`src/rtl/core/zdp_pkg.sv`:
```
// zdp_pkg: shared types, constants and helpers for zone depth to point projection
// used by zdp_front, zdp_queue, zdp_back and the top level; no dependencies
package zdp_pkg;

   localparam int MAX_COLUMNS = 16;
   localparam int MAX_ROWS    = 16;
   localparam int COL_W       = $clog2(MAX_COLUMNS);
   localparam int ROW_W       = $clog2(MAX_ROWS);
   localparam int COUNT_W     = 5;
   localparam int DIST_W      = 15;
   localparam int TAN_W       = 16;
   localparam int CSR_IDX_W   = 4;
   localparam int CSR_DATA_W  = 16;

   // register indexes
   localparam logic [CSR_IDX_W-1:0] CSR_COLUMNS   = 4'd0;
   localparam logic [CSR_IDX_W-1:0] CSR_ROWS      = 4'd1;
   localparam logic [CSR_IDX_W-1:0] CSR_TAN_X     = 4'd2;
   localparam logic [CSR_IDX_W-1:0] CSR_TAN_Y     = 4'd3;
   localparam logic [CSR_IDX_W-1:0] CSR_INV_H     = 4'd4;
   localparam logic [CSR_IDX_W-1:0] CSR_INV_V     = 4'd5;
   localparam logic [CSR_IDX_W-1:0] CSR_PERP      = 4'd6;
   localparam logic [CSR_IDX_W-1:0] CSR_SENSOR    = 4'd7;

   typedef struct packed {
      logic [COUNT_W-1:0] cols;
      logic [COUNT_W-1:0] rows;
      logic [TAN_W-1:0]   tan_x;
      logic [TAN_W-1:0]   tan_y;
      logic               inv_h;
      logic               inv_v;
      logic               perp;
      logic [7:0]         sensor;
   } cfg_type;

   typedef struct packed {
      logic              dist_valid;
      logic [DIST_W-1:0] dist_mm;
      logic [COL_W-1:0]  col;
      logic [ROW_W-1:0]  row;
      logic [7:0]        zone;
      logic              frame_last;
   } zdp_entry_type;

   function automatic logic [COUNT_W-1:0] clamp_count(input logic [COUNT_W-1:0] v,
                                                      input logic [COUNT_W-1:0] maxv);
      logic [COUNT_W-1:0] r;
      if (v == '0)
         r = COUNT_W'(1);
      else if (v > maxv)
         r = maxv;
      else
         r = v;
      return r;
   endfunction

endpackage

```
`src/rtl/core/zdp_front.sv`:
```
// zdp_front: zone column/row counters, zone number, frame end flag and
// classification of the distance; depends on zdp_pkg
module zdp_front (
   input  logic                    clock,
   input  logic                    reset,
   input  zdp_pkg::cfg_type        cfg,
   input  logic                    push,
   input  logic signed [15:0]      zone_distance,
   input  logic                    frame_start,
   output zdp_pkg::zdp_entry_type  entry
);

   logic [zdp_pkg::COL_W-1:0]   col_ff, col_in, col_eff;
   logic [zdp_pkg::ROW_W-1:0]   row_ff, row_in, row_eff;
   logic [zdp_pkg::COUNT_W-1:0] col_next, row_next;
   logic [8:0]                  zone_full;

   always_comb begin
      col_eff = frame_start ? '0 : col_ff;
      row_eff = frame_start ? '0 : row_ff;
      if ({1'b0, col_eff} >= cfg.cols) col_eff = '0;
      if ({1'b0, row_eff} >= cfg.rows) row_eff = '0;

      zone_full = 9'(row_eff * cfg.cols) + 9'(col_eff);

      entry.dist_valid = !zone_distance[15] && (zone_distance != '0);
      entry.dist_mm    = zone_distance[zdp_pkg::DIST_W-1:0];
      entry.col        = col_eff;
      entry.row        = row_eff;
      entry.zone       = zone_full[7:0];
      entry.frame_last = ({1'b0, col_eff} == cfg.cols - 1'b1)
                         && ({1'b0, row_eff} == cfg.rows - 1'b1);

      // raster advance, column fastest
      col_next = {1'b0, col_eff} + 1'b1;
      row_next = {1'b0, row_eff} + 1'b1;
      col_in   = col_next[zdp_pkg::COL_W-1:0];
      row_in   = row_eff;
      if (col_next >= cfg.cols) begin
         col_in = '0;
         row_in = (row_next >= cfg.rows) ? '0 : row_next[zdp_pkg::ROW_W-1:0];
      end
   end

   always_ff @(posedge clock) begin
      if (reset) begin
         col_ff <= '0;
         row_ff <= '0;
      end else if (push) begin
         col_ff <= col_in;
         row_ff <= row_in;
      end
   end

endmodule

```
`src/rtl/core/zdp_queue.sv`:
```
// zdp_queue: two-entry item queue between front and back
// depends on zdp_pkg for the entry type
module zdp_queue (
   input  logic                    clock,
   input  logic                    reset,
   input  logic                    push,
   input  zdp_pkg::zdp_entry_type  push_entry,
   input  logic                    pop,
   output zdp_pkg::zdp_entry_type  head,
   output logic                    empty,
   output logic                    full
);

   zdp_pkg::zdp_entry_type slot_ff [2];
   logic       wr_ptr_ff, rd_ptr_ff;
   logic [1:0] count_ff;

   assign head  = slot_ff[rd_ptr_ff];
   assign empty = (count_ff == 2'd0);
   assign full  = (count_ff == 2'd2);

   always_ff @(posedge clock) begin
      if (push) slot_ff[wr_ptr_ff] <= push_entry;
   end

   always_ff @(posedge clock) begin
      if (reset) begin
         wr_ptr_ff <= 1'b0;
         rd_ptr_ff <= 1'b0;
         count_ff  <= 2'd0;
      end else begin
         if (push) wr_ptr_ff <= !wr_ptr_ff;
         if (pop)  rd_ptr_ff <= !rd_ptr_ff;
         count_ff <= count_ff + 2'(push) - 2'(pop);
      end
   end

endmodule

```
`src/rtl/core/zdp_back.sv`:
```
// zdp_back: slope division, hypotenuse correction by reciprocal and bit-serial
// square root, point scaling and the result register; depends on zdp_pkg
module zdp_back (
   input  logic                    clock,
   input  logic                    reset,
   input  zdp_pkg::cfg_type        cfg,
   input  zdp_pkg::zdp_entry_type  head,
   input  logic                    empty,
   output logic                    pop,
   output logic                    rsp_valid,
   input  logic                    rsp_stall,
   output logic signed [19:0]      rsp_point_x,
   output logic signed [19:0]      rsp_point_y,
   output logic [14:0]             rsp_point_z,
   output logic                    rsp_point_valid,
   output logic [7:0]              rsp_zone_number,
   output logic [7:0]              rsp_source_sensor,
   output logic                    rsp_frame_last
);

   localparam int SLOPE_STEPS = 21;
   localparam int LIM_STEPS   = 33;
   localparam logic [15:0] C_MAX = 16'd32768;

   typedef enum logic [3:0] {
      ST_IDLE, ST_SETUP, ST_SLOPE_DIV, ST_SQ_X, ST_SQ_Y,
      ST_LIM_DIV, ST_ROOT, ST_SCALE_D, ST_SCALE_XY, ST_DONE
   } state_type;

   state_type state_ff;
   zdp_pkg::zdp_entry_type e_ff;
   logic [5:0]  step_ff;
   logic [20:0] nx_ff, ny_ff;
   logic [5:0]  rx_ff, ry_ff;
   logic [5:0]  denx_ff, deny_ff;
   logic        negx_ff, negy_ff;
   logic [33:0] q_ff, rem_ff;
   logic [32:0] lim_ff;
   logic [15:0] c_ff;
   logic [3:0]  bidx_ff;
   logic [14:0] dist_ff;
   logic signed [19:0] x_ff, y_ff;

   // slope setup
   logic signed [5:0] kx, ky;
   logic [3:0]  kx_mag, ky_mag;
   logic [19:0] mx, my;
   // slope squares
   logic [31:0] sq_x, sq_y;
   // restoring division steps
   logic [6:0]  tx, ty;
   logic        gex, gey;
   logic [34:0] tl;
   logic        gel;
   // root step
   logic [15:0] try_c;
   logic [16:0] t_odd;
   logic [33:0] t_sq;
   logic        keep;
   // scaling
   logic [30:0] dc;
   logic [31:0] dcr;
   logic [30:0] px, py;
   logic [30:0] pxr, pyr;

   always_comb begin
      kx     = 6'({1'b0, e_ff.col, 1'b1}) - 6'(cfg.cols);
      ky     = 6'({1'b0, e_ff.row, 1'b1}) - 6'(cfg.rows);
      kx_mag = kx[5] ? 4'(-kx) : kx[3:0];
      ky_mag = ky[5] ? 4'(-ky) : ky[3:0];
      mx     = kx_mag * cfg.tan_x;
      my     = ky_mag * cfg.tan_y;

      sq_x = nx_ff[15:0] * nx_ff[15:0];
      sq_y = ny_ff[15:0] * ny_ff[15:0];

      tx  = {rx_ff, nx_ff[20]};
      ty  = {ry_ff, ny_ff[20]};
      gex = tx >= {1'b0, denx_ff};
      gey = ty >= {1'b0, deny_ff};

      tl  = {rem_ff, 1'b0};
      gel = tl >= {1'b0, q_ff};

      try_c = c_ff | (16'd1 << bidx_ff);
      t_odd = {try_c, 1'b0} - 17'd1;
      t_sq  = t_odd * t_odd;
      keep  = (try_c <= C_MAX) && (t_sq <= {1'b0, lim_ff});

      dc  = e_ff.dist_mm * c_ff;
      dcr = 32'(dc) + 32'd16384;

      px  = dist_ff * nx_ff[15:0];
      py  = dist_ff * ny_ff[15:0];
      pxr = px + 31'd2048;
      pyr = py + 31'd2048;
   end

   assign pop = (state_ff == ST_IDLE) && !empty;

   always_ff @(posedge clock) begin
      if (reset) begin
         state_ff  <= ST_IDLE;
         rsp_valid <= 1'b0;
      end else begin
         if (state_ff == ST_DONE && (!rsp_valid || !rsp_stall))
            rsp_valid <= 1'b1;
         else if (rsp_valid && !rsp_stall)
            rsp_valid <= 1'b0;
         unique case (state_ff)
            ST_IDLE: begin
               if (!empty) begin
                  e_ff <= head;
                  x_ff <= '0;
                  y_ff <= '0;
                  dist_ff <= '0;
                  state_ff <= head.dist_valid ? ST_SETUP : ST_DONE;
               end
            end
            ST_SETUP: begin
               nx_ff   <= {mx, 1'b0} + 21'(cfg.cols);
               ny_ff   <= {my, 1'b0} + 21'(cfg.rows);
               denx_ff <= {cfg.cols, 1'b0};
               deny_ff <= {cfg.rows, 1'b0};
               rx_ff   <= '0;
               ry_ff   <= '0;
               negx_ff <= kx[5] ^ cfg.inv_h;
               negy_ff <= ky[5] ^ cfg.inv_v;
               step_ff <= '0;
               state_ff <= ST_SLOPE_DIV;
            end
            ST_SLOPE_DIV: begin
               rx_ff <= gex ? 6'(tx - {1'b0, denx_ff}) : tx[5:0];
               ry_ff <= gey ? 6'(ty - {1'b0, deny_ff}) : ty[5:0];
               nx_ff <= {nx_ff[19:0], gex};
               ny_ff <= {ny_ff[19:0], gey};
               step_ff <= step_ff + 6'd1;
               if (step_ff == 6'(SLOPE_STEPS - 1)) begin
                  if (cfg.perp) begin
                     dist_ff  <= e_ff.dist_mm;
                     state_ff <= ST_SCALE_XY;
                  end else begin
                     state_ff <= ST_SQ_X;
                  end
               end
            end
            ST_SQ_X: begin
               q_ff <= 34'(1 << 24) + 34'(sq_x);
               state_ff <= ST_SQ_Y;
            end
            ST_SQ_Y: begin
               q_ff    <= q_ff + 34'(sq_y);
               // 2^56 / q: top dividend bits 2^23 are already below q
               rem_ff  <= 34'(1 << 23);
               lim_ff  <= '0;
               step_ff <= '0;
               state_ff <= ST_LIM_DIV;
            end
            ST_LIM_DIV: begin
               rem_ff  <= gel ? 34'(tl - {1'b0, q_ff}) : tl[33:0];
               lim_ff  <= {lim_ff[31:0], gel};
               step_ff <= step_ff + 6'd1;
               if (step_ff == 6'(LIM_STEPS - 1)) begin
                  c_ff     <= '0;
                  bidx_ff  <= 4'd15;
                  state_ff <= ST_ROOT;
               end
            end
            ST_ROOT: begin
               // largest c with (2c-1)^2 <= floor(2^56/q), one bit per cycle
               if (keep) c_ff <= try_c;
               bidx_ff <= bidx_ff - 4'd1;
               if (bidx_ff == 4'd0) state_ff <= ST_SCALE_D;
            end
            ST_SCALE_D: begin
               dist_ff  <= dcr[29:15];
               state_ff <= ST_SCALE_XY;
            end
            ST_SCALE_XY: begin
               x_ff <= negx_ff ? -20'(pxr[30:12]) : 20'(pxr[30:12]);
               y_ff <= negy_ff ? -20'(pyr[30:12]) : 20'(pyr[30:12]);
               state_ff <= ST_DONE;
            end
            ST_DONE: begin
               if (!rsp_valid || !rsp_stall) begin
                  rsp_point_x       <= x_ff;
                  rsp_point_y       <= y_ff;
                  rsp_point_z       <= dist_ff;
                  rsp_point_valid   <= e_ff.dist_valid;
                  rsp_zone_number   <= e_ff.zone;
                  rsp_source_sensor <= cfg.sensor;
                  rsp_frame_last    <= e_ff.frame_last;
                  state_ff          <= ST_IDLE;
               end
            end
            default: state_ff <= ST_IDLE;
         endcase
      end
   end

`ifndef NO_ASSERTIONS
   a_invalid_zero: assert property (@(posedge clock) disable iff (reset)
      rsp_valid && !rsp_point_valid |->
         rsp_point_x == '0 && rsp_point_y == '0 && rsp_point_z == '0)
      else $error("invalid point with nonzero coordinates");

   a_corr_shrinks: assert property (@(posedge clock) disable iff (reset)
      state_ff == ST_SCALE_XY |-> dist_ff <= e_ff.dist_mm)
      else $error("corrected distance above measured distance");

   a_root_nonzero: assert property (@(posedge clock) disable iff (reset)
      state_ff == ST_SCALE_D |-> c_ff != '0 && c_ff <= C_MAX)
      else $error("correction factor out of range");

   a_pop_idle: assert property (@(posedge clock) disable iff (reset)
      pop |=> state_ff != ST_IDLE)
      else $error("item popped but back stayed idle");
`endif

endmodule

```
`src/rtl/core/zone_depth_to_point_projection.sv`:
```
// zone_depth_to_point_projection: top level, configuration registers and the
// front / queue / back pipeline; depends on zdp_pkg, zdp_front, zdp_queue, zdp_back
//
//   channel   ports          handshake         payload
//   request   req_*          req_valid/stall   zone_distance, frame_start
//   response  rsp_*          rsp_valid/stall   point x/y/z, valid, zone, sensor, last
//   config    csr_*          csr_wr_en         csr_index, csr_data
//
// a valid zone goes through slope division, the 2^56/q reciprocal and 16 square root
// bit steps in the back end between pop and the result register; perpendicular mode
// skips squares, reciprocal, root and distance scaling, and a non-positive distance
// goes straight from the pop to the result register.
// the front accepts into a two-entry queue, so it takes items while the back works.
// reset clears counters, queue, state and configuration registers to their defaults.
// a stalled result waits in the output register while the next item is computed.
module zone_depth_to_point_projection (
   input  logic                                 clock,
   input  logic                                 reset,
   input  logic                                 req_valid,
   output logic                                 req_stall,
   input  logic signed [15:0]                   req_zone_distance,
   input  logic                                 req_frame_start,
   output logic                                 rsp_valid,
   input  logic                                 rsp_stall,
   output logic signed [19:0]                   rsp_point_x,
   output logic signed [19:0]                   rsp_point_y,
   output logic [14:0]                          rsp_point_z,
   output logic                                 rsp_point_valid,
   output logic [7:0]                           rsp_zone_number,
   output logic [7:0]                           rsp_source_sensor,
   output logic                                 rsp_frame_last,
   input  logic                                 csr_wr_en,
   input  logic [zdp_pkg::CSR_IDX_W-1:0]        csr_index,
   input  logic [zdp_pkg::CSR_DATA_W-1:0]       csr_data
);

   logic [4:0]  columns_ff, rows_ff;
   logic [15:0] tan_x_ff, tan_y_ff;
   logic        inv_h_ff, inv_v_ff, perp_ff;
   logic [7:0]  sensor_ff;

   zdp_pkg::cfg_type       cfg;
   zdp_pkg::zdp_entry_type entry, head;
   logic push, pop, empty, full;

   always_ff @(posedge clock) begin
      if (reset) begin
         columns_ff <= 5'd8;
         rows_ff    <= 5'd8;
         tan_x_ff   <= 16'd4096;
         tan_y_ff   <= 16'd4096;
         inv_h_ff   <= 1'b0;
         inv_v_ff   <= 1'b0;
         perp_ff    <= 1'b0;
         sensor_ff  <= 8'd0;
      end else if (csr_wr_en) begin
         unique case (csr_index)
            zdp_pkg::CSR_COLUMNS: columns_ff <= csr_data[4:0];
            zdp_pkg::CSR_ROWS:    rows_ff    <= csr_data[4:0];
            zdp_pkg::CSR_TAN_X:   tan_x_ff   <= csr_data;
            zdp_pkg::CSR_TAN_Y:   tan_y_ff   <= csr_data;
            zdp_pkg::CSR_INV_H:   inv_h_ff   <= csr_data[0];
            zdp_pkg::CSR_INV_V:   inv_v_ff   <= csr_data[0];
            zdp_pkg::CSR_PERP:    perp_ff    <= csr_data[0];
            zdp_pkg::CSR_SENSOR:  sensor_ff  <= csr_data[7:0];
            default: ;
         endcase
      end
   end

   always_comb begin
      cfg.cols   = zdp_pkg::clamp_count(columns_ff, zdp_pkg::COUNT_W'(zdp_pkg::MAX_COLUMNS));
      cfg.rows   = zdp_pkg::clamp_count(rows_ff, zdp_pkg::COUNT_W'(zdp_pkg::MAX_ROWS));
      cfg.tan_x  = tan_x_ff;
      cfg.tan_y  = tan_y_ff;
      cfg.inv_h  = inv_h_ff;
      cfg.inv_v  = inv_v_ff;
      cfg.perp   = perp_ff;
      cfg.sensor = sensor_ff;
   end

   assign req_stall = full;
   assign push      = req_valid && !full;

   zdp_front u_front (
      .clock         (clock),
      .reset         (reset),
      .cfg           (cfg),
      .push          (push),
      .zone_distance (req_zone_distance),
      .frame_start   (req_frame_start),
      .entry         (entry)
   );

   zdp_queue u_queue (
      .clock      (clock),
      .reset      (reset),
      .push       (push),
      .push_entry (entry),
      .pop        (pop),
      .head       (head),
      .empty      (empty),
      .full       (full)
   );

   zdp_back u_back (
      .clock             (clock),
      .reset             (reset),
      .cfg               (cfg),
      .head              (head),
      .empty             (empty),
      .pop               (pop),
      .rsp_valid         (rsp_valid),
      .rsp_stall         (rsp_stall),
      .rsp_point_x       (rsp_point_x),
      .rsp_point_y       (rsp_point_y),
      .rsp_point_z       (rsp_point_z),
      .rsp_point_valid   (rsp_point_valid),
      .rsp_zone_number   (rsp_zone_number),
      .rsp_source_sensor (rsp_source_sensor),
      .rsp_frame_last    (rsp_frame_last)
   );

endmodule
```
`config.mk`:
```
export PLATFORM = sky130hd
export DESIGN_NAME = zone_depth_to_point_projection
export DESIGN_NICKNAME = d
export VERILOG_FILES = /design/src/rtl/core/zdp_pkg.sv /design/src/rtl/core/zdp_front.sv /design/src/rtl/core/zdp_queue.sv /design/src/rtl/core/zdp_back.sv /design/src/rtl/core/zone_depth_to_point_projection.sv
export SDC_FILE = /design/constraint.sdc
export NUM_CORES = 2
export LEC_CHECK = 0
export BUFFER_PORTS_ARGS = -buffer_cell sky130_fd_sc_hd__buf_2
export CORE_ASPECT_RATIO = 1.25
export CORE_UTILIZATION = 35
export DETAILED_ROUTE_END_ITERATION = 10
export PLACE_DENSITY = 0.56
export SYNTH_ARGS = -nofsm -noshare
export SYNTH_HDL_FRONTEND = slang
export SYNTH_SLANG_ARGS = --single-unit
```
`constraint.sdc`:
```
create_clock -name clock -period 15.4 [get_ports clock]
set_input_delay 4.62 -clock clock [delete_from_list [all_inputs] [get_ports clock]]
set_output_delay 4.62 -clock clock [all_outputs]
set_load 0.1 [all_outputs]
```
Word level (Yosys, flattened, before mapping)
Memories as Yosys holds them, arrays and structs flattened. A register that Yosys moved wholly into a read port is not among the register bits.
Cells that the tools add are included.
{"block": "classes", "eq_ne": 28, "div": 0, "n_reduce_logical": 52, "add_sub_neg": 26, "bitwise_logic": 5, "n_mux": 52, "mul": 9, "magnitude_cmp": 11, "n_shift": 1}
{"op": "$pmux W34 S2", "n": 2}
{"op": "$pmux W21 S2", "n": 2}
{"op": "$pmux W20 S2", "n": 2}
{"op": "$mux W4", "n": 17}
{"op": "$pmux W33 S2", "n": 1}
{"op": "$mul A16 B16 Y32", "n": 2}
{"op": "$add A31 B12 Y31 const B", "n": 2}
{"op": "$mul A15 B16 Y31", "n": 2}
{"op": "$mux W20", "n": 3}
{"op": "$mux W15", "n": 3}
{"op": "$pmux W15 S3", "n": 1}
{"op": "$add A21 B5 Y21", "n": 2}
{"op": "$mul A4 B16 Y20", "n": 2}
{"op": "$neg A19 Y20", "n": 2}
{"op": "$pmux W4 S10", "n": 1}
{"op": "$pmux W6 S2", "n": 3}
{"op": "$ge A35 B34 Y1", "n": 1}
{"op": "$add A34 B32 Y34", "n": 1}
{"op": "$le A34 B33 Y1", "n": 1}
{"op": "$mul A17 B17 Y34", "n": 1}
{"op": "$mux W34", "n": 1}
{"op": "$sub A34 B34 Y34", "n": 1}
{"op": "$add A25 B32 Y33 const A", "n": 1}
{"op": "$eq A4 B3 Y1 const B", "n": 8}
{"op": "other kinds (52)", "n": 122}
{"block": "word_totals", "rom_bits": 0, "word_cells": 230, "mem_count": 1, "ff_bits": 424, "latchBits": 0, "ram_bits": 66}
{"memory": "u_queue.slot_ff", "depth": 2, "width": 33, "read_ports": 1, "rd_ports_with_merged_regs": 1, "wr": 1, "line_no": "zdp_queue.sv:14", "source": "zdp_pkg::zdp_entry_type slot_ff [2];"}

Logic depth before layout (Yosys ltp)
{"block": "logic_depth", "depth_word": 9, "ltp_mapped": 47, "mapped_depth_nobuf": 45}

Hierarchy
A second synthesis with hierarchy kept.
{"block": "unflattened", "cells_unflattened": 7977, "hier_area_um2": 75766.4}
{"module": "zdp_back", "area_each_um2": 68738.4, "cells_each": 7399, "instances": 1}
{"module": "zdp_queue", "area_each_um2": 2753.9, "cells_each": 124, "instances": 1}
{"module": "zone_depth_to_point_projection", "area_each_um2": 2267.2, "cells_each": 218, "instances": 1}
{"module": "zdp_front", "area_each_um2": 2006.9, "cells_each": 236, "instances": 1}

Least setup slack after synthesis
No wires, ideal clock.
{"block": "synth_path", "path_type": "input to register", "start": "input port reset", "end": "register u_back.step_ff[0] (enable)", "t_arrival_ns": 14.111, "t_required_ns": 15.062, "path_stages": 2, "setup_time_ns": 0.338, "path_slack_ns": 0.951, "path_buffers": 0, "cell_sequence": "a2111oi_0 -> or2_2"}
{"block": "synth_via", "elab_chain_len": 2}
{"item": "from (decl)", "line_no": "zone_depth_to_point_projection.sv:18", "source": "input logic reset,"}
{"item": "$not A1 Y1 (no line)"}
{"item": "$reduce_and A2 Y1 (no line)"}
{"item": "to (signal assigned)", "line_no": "zdp_back.sv:137", "source": "step_ff <= step_ff + 6'd1;"}
{"item": "to (signal assigned)", "line_no": "zdp_back.sv:162", "source": "step_ff <= step_ff + 6'd1;"}
{"item": "to (decl)", "line_no": "zdp_back.sv:32", "source": "logic [5:0] step_ff;"}
Every way passes these cells.
A chain may end at the register's enable or synchronous reset.

Worst setup path in the final report
{"block": "layout_path", "start": "register u_back.bidx_ff[0]", "end": "register u_back.c_ff[3] (enable)"}
{"block": "layout_via", "elab_chain_len": 8, "elab_cells_between_ends": 9, "classes_between": "add/sub (1); mul (1); order compare (2); eq/ne (1); shift (1); bitwise (1); reduce/logical (2)"}
{"item": "from (decl)", "line_no": "zdp_back.sv:40", "source": "logic [3:0] bidx_ff;"}
{"item": "from (signal assigned)", "line_no": "zdp_back.sv:172", "source": "bidx_ff <= bidx_ff - 4'd1;"}
{"item": "$shl A1 B4 Y16 *", "line_no": "zdp_back.sv:85", "source": "try_c = c_ff | (16'd1 << bidx_ff);"}
{"item": "$or A16 B16 Y16 *", "line_no": "zdp_back.sv:85"}
{"item": "$sub A17 B1 Y17", "line_no": "zdp_back.sv:86", "source": "t_odd = {try_c, 1'b0} - 17'd1;"}
{"item": "$mul A17 B17 Y34", "line_no": "zdp_back.sv:87", "source": "t_sq = t_odd * t_odd;"}
{"item": "$le A34 B33 Y1", "line_no": "zdp_back.sv:88", "source": "keep = (try_c <= C_MAX) && (t_sq <= {1'b0, lim_ff});"}
{"item": "$logic_and A1 B1 Y1 *", "line_no": "zdp_back.sv:88"}
{"item": "$ne A2 B1 Y1 (no line) *"}
{"item": "$reduce_and A4 Y1 (no line) *"}
{"item": "to (signal assigned)", "line_no": "zdp_back.sv:171", "source": "if (keep) c_ff <= try_c;"}
{"item": "to (decl)", "line_no": "zdp_back.sv:39", "source": "logic [15:0] c_ff;"}
Mark *: on every way between the ends. The rest lies on a longest branch, timed or not.

==> PnR_summary.wiki <==
{| class="wikitable"
! Metric !! Value
|-
| Most instantiated cells after synthesis || 1629 x sky130_fd_sc_hd__inv_1, 1161 x sky130_fd_sc_hd__fa_1, 1037 x sky130_fd_sc_hd__nand2_1, 824 x sky130_fd_sc_hd__ha_1, 420 x sky130_fd_sc_hd__edfxtp_1
|-
| CP Data Arrival Time || between 10000 and 15000 ps
|-
| Count of buffers added by post-CTS timing repair for setup || 0
|-
| Die footprint || between 200000 and 250000 sq um
|-
| Die extent in x || around 420 um
|-
| Vias post-DR || around 53000
|-
| Compound-Gate Fraction of Synth Area || 0.0714
|-
| Die Y || approximately 520 um
|-
| Final Slew Violations || 0
|-
| Design Area, Final || around 80000 sq um
|-
| Length in cells of the worst reg-to-reg path || 46
|-
| Crit path to || u_back.c_ff[3]
|-
| Maximum number of pins on one net before global-route repair || 74
|-
| Cell area after placement || about 78000 sq um
|-
| Deepest level of the CTS H-tree || 2
|-
| Minimum clock period after layout || ~11000 ps
|-
| Combinational family with the most area after synthesis || adder cells
|-
| Synthesized-area fraction occupied by xor and xnor cells || 0.0379
|-
| Mux share of post-synthesis cell area || 0.0110
|-
| Antenna violations before repair || 4
|-
| Row count || 189
|-
| Area occupied by multi-input gates || about 53000 sq um
|-
| Number of global-route vias before repair || ~57000
|-
| Clock latency reported for the late side of the worst-skew pair || 760 ps
|-
| Detail-routed via count per cell || between 4 and 5
|-
| Core Region || 212000 sq um
|-
| Total of buffers placed on input and output ports || between 100 and 150
|-
| Antenna-violating nets left || 0
|-
| Most used DFF post-synth || sky130_fd_sc_hd__edfxtp_1
|-
| Mapped Area || 74700 sq um
|-
| Post-synth top area share || 0.311
|-
| Max-slew headroom || 0.249
|-
| Placed insts || roughly 11000
|-
| Cell type contributing the most total cell area after synthesis || sky130_fd_sc_hd__fa_1
|-
| Final Hold Fails || 0
|-
| Total length of routed wires || between 150000 and 200000 um
|-
| Critical Path Slowest Stage Cell || sky130_fd_sc_hd__fa_1
|-
| Flop and latch count out of synthesis || 491
|-
| Worst EP required || around 16000 ps
|-
| Setup repair after global routing missed its margin || false
|-
| Area grow syn2layout || 7.54%
|-
| Post-route non-filler standard cell count || around 11000
|-
| Cell with the most instances after synthesis || sky130_fd_sc_hd__inv_1
|-
| GRT overflow || 0
|-
| Number of instances resized during post-cts repair || 0
|-
| Cell type with the highest occurrence count on the critical path || sky130_fd_sc_hd__inv_1
|-
| Type of element launching the critical path || flip-flop
|-
| Clock-pin slew of the registers on the worst-case setup and hold paths || 60 ps
|-
| Fraction of synthesis flops using an asynchronous set or reset pin || 0
|-
| Max FO, Critical Path || 16
|-
| YS warnings || 0
|-
| Result of the run || finished, final reports clean
|-
| Initial core utilization || 0.352
|-
| Global-route wire length before repair || approximately 310000 um
|-
| FF+latch area || 14000 sq um
|-
| Final clock period utilization by the worst path || 0.723
|-
| Detailed Routing Iterations Pass 1 || 5
|-
| Total clock buffers created by CTS || just under 60
|-
| Post-layout nets || between 9000 and 10000
|-
| Final GP Congestion || about 0.86
|-
| Final standard cell utilization of the core || 0.379
|-
| Worst Setup Path Type || flip-flop to flip-flop
|-
| Kind of end point of the critical path || flip-flop
|-
| Drt first-iter violations || 2461
|-
| Clock Tree Root || sky130_fd_sc_hd__clkbuf_16
|-
| Register area share after synthesis || 0.188
|-
| Beginning of the worst register-to-register path || u_back.bidx_ff[0]
|-
| Drt drc || 0
|-
| Number of top-level design ports || 117
|-
| Post-DR wirelength/cell || between 15 and 20 um
|-
| Worst setup path start || u_back.bidx_ff[0]
|-
| Maximum clock path buffer count || 3
|-
| Mean post-synth cell area || around 9.4 sq um
|-
| FF-to-FF End || u_back.c_ff[3]
|-
| Synthesized net count || 10003
|-
| Adder-cell area share of the yosys netlist || 0.449
|-
| Clock tree from TritonCTS || done
|-
| Share of layout cells above drive strength 1 || 0.0508
|-
| Number of enable-type register cells in the synthesized netlist || 420
|-
| Cells taking the most area after synthesis || sky130_fd_sc_hd__fa_1 31%, sky130_fd_sc_hd__edfxtp_1 17%, sky130_fd_sc_hd__ha_1 14%
|-
| Count of mapped cells out of synthesis || between 7000 and 8000
|-
| Total clock sinks || 491
|-
| Number of setup violations in the final report || 0
|-
| Slew @ Worst Pin || 1130 ps
|-
| Post-synthesis simple-gate area fraction || 0.145
|-
| Max Clock Skew || 88.7 ps
|-
| Synth unique cells || 95
|-
| Final HPWL from detailed placement || between 100000 and 150000 um
|-
| Max-capacitance violation count || 0
|-
| Tot GR Track Use || 0.180
|-
| Total negative setup slack || 0 ps
|-
| Path category of the worst min-delay check || flip-flop to flip-flop
|-
| Number of hold-repair buffers added at the cts stage || 0
|-
| Timing-limited maximum frequency || roughly 0.090 GHz
|-
| Reg-to-reg slack, setup || about 4300 ps
|-
| CP peak stage delay || between 500 and 600 ps
|-
| # fillers || 21270
|}
through the flow:
step	worst slack, ps	hold slack (ps)
2_1_floorplan	951	400
3_3_place_gp	4460	406
3_5_place_dp	4340	405
4_1_cts	4280	411
5_1_grt	3380	421
6_report	4270	411
state kept, by name, summed over array words and instances (netlist names), 6 cells and up, named ones only:
register / cells
u_queue.slot_ff: 66
u_back.q_ff: 34
u_back.rem_ff: 34
u_back.e_ff: 33
u_back.lim_ff: 33
u_back.nx_ff: 21
u_back.ny_ff: 21
u_back.rsp_point_x: 20
u_back.rsp_point_y: 20
u_back.x_ff: 20
u_back.y_ff: 20
tan_x_ff: 16
tan_y_ff: 16
u_back.c_ff: 16
u_back.dist_ff: 15
u_back.rsp_point_z: 15
sensor_ff: 8
u_back.rsp_source_sensor: 8
u_back.rsp_zone_number: 8
u_back.rx_ff: 6
u_back.ry_ff: 6
u_back.step_ff: 6
cell type report:
type | count | share of cell area
antenna | 1 | 0.0000311
clock buffer | 66 | 0.0193
clock inverter | 43 | 0.00515
inverter | 1635 | 0.0764
multi-input combinational | 5548 | 0.665
sequential | 491 | 0.175
tap | 2769 | 0.0431
timing repair buffer | 209 | 0.0159
metal layers:
layer / track usage / wire (um) / share of wire
met1: 0.231 / 83400 / 0.44
met2: 0.318 / 94800 / 0.50
met3: 0.0168 / 6840 / 0.036
met4: 0.0559 / 5830 / 0.031
met5: 0 / 0 / 0
worst min path at each step:
stage	from	endpoint	cells past startpoint
floorplan	u_back.e_ff[0]	u_back.rsp_frame_last	0
global placement	u_back.y_ff[14]	u_back.rsp_point_y[14]	0
detailed placement	u_back.x_ff[10]	u_back.rsp_point_x[10]	0
CTS	u_back.y_ff[6]	u_back.rsp_point_y[6]	0
global route	u_back.y_ff[6]	u_back.rsp_point_y[6]	0
finish	u_back.y_ff[6]	u_back.rsp_point_y[6]	0
cell families after synthesis:
logic type / after synthesis
simple gates: 2316
buf+inv: 1937
flops: 491
other cells: 1
fa+ha+maj: 1985
compound gates: 847
mux: 77
xor+xnor: 322
layout by cell type (no fill, tap or decap), types with 24 or more instances in the layout:
cell | netlist | final
sky130_fd_sc_hd__o21a_1 | 26 | 26
sky130_fd_sc_hd__xor2_1 | 110 | 110
sky130_fd_sc_hd__a211oi_1 | 24 | 24
sky130_fd_sc_hd__and2_1 | 402 | 401
sky130_fd_sc_hd__inv_1 | 1629 | 1629
sky130_fd_sc_hd__buf_4 | 0 | 93
sky130_fd_sc_hd__o21bai_1 | 29 | 29
sky130_fd_sc_hd__nand2b_1 | 59 | 59
sky130_fd_sc_hd__buf_2 | 4 | 116
sky130_fd_sc_hd__nand4_1 | 35 | 35
sky130_fd_sc_hd__nor2b_1 | 68 | 68
sky130_fd_sc_hd__nand2_1 | 1037 | 1035
sky130_fd_sc_hd__xnor2_1 | 211 | 211
sky130_fd_sc_hd__nor3_1 | 75 | 73
sky130_fd_sc_hd__ha_1 | 824 | 824
sky130_fd_sc_hd__clkbuf_16 | 0 | 60
sky130_fd_sc_hd__mux2_2 | 38 | 38
sky130_fd_sc_hd__a21oi_1 | 299 | 299
sky130_fd_sc_hd__and3_1 | 35 | 35
sky130_fd_sc_hd__mux2i_1 | 39 | 39
sky130_fd_sc_hd__edfxtp_1 | 420 | 420
sky130_fd_sc_hd__fa_1 | 1161 | 1161
sky130_fd_sc_hd__dfxtp_1 | 71 | 70
sky130_fd_sc_hd__o21ai_0 | 179 | 176
sky130_fd_sc_hd__a21o_1 | 101 | 101
sky130_fd_sc_hd__nor2_1 | 412 | 408
sky130_fd_sc_hd__a31oi_1 | 25 | 25
sky130_fd_sc_hd__nand3_1 | 69 | 69
critical path: cells and delay by family (launching register included):
family	cells	cell delay [ps]
compound gates	14	2550
xor+xnor	2	310
fa+ha+maj	9	3980
buf+inv	11	1880
flops	1	420
simple gates	10	1610
Power is not shown: default switching activity piles up to over one toggle a cycle in this logic, so the estimate is an artifact.
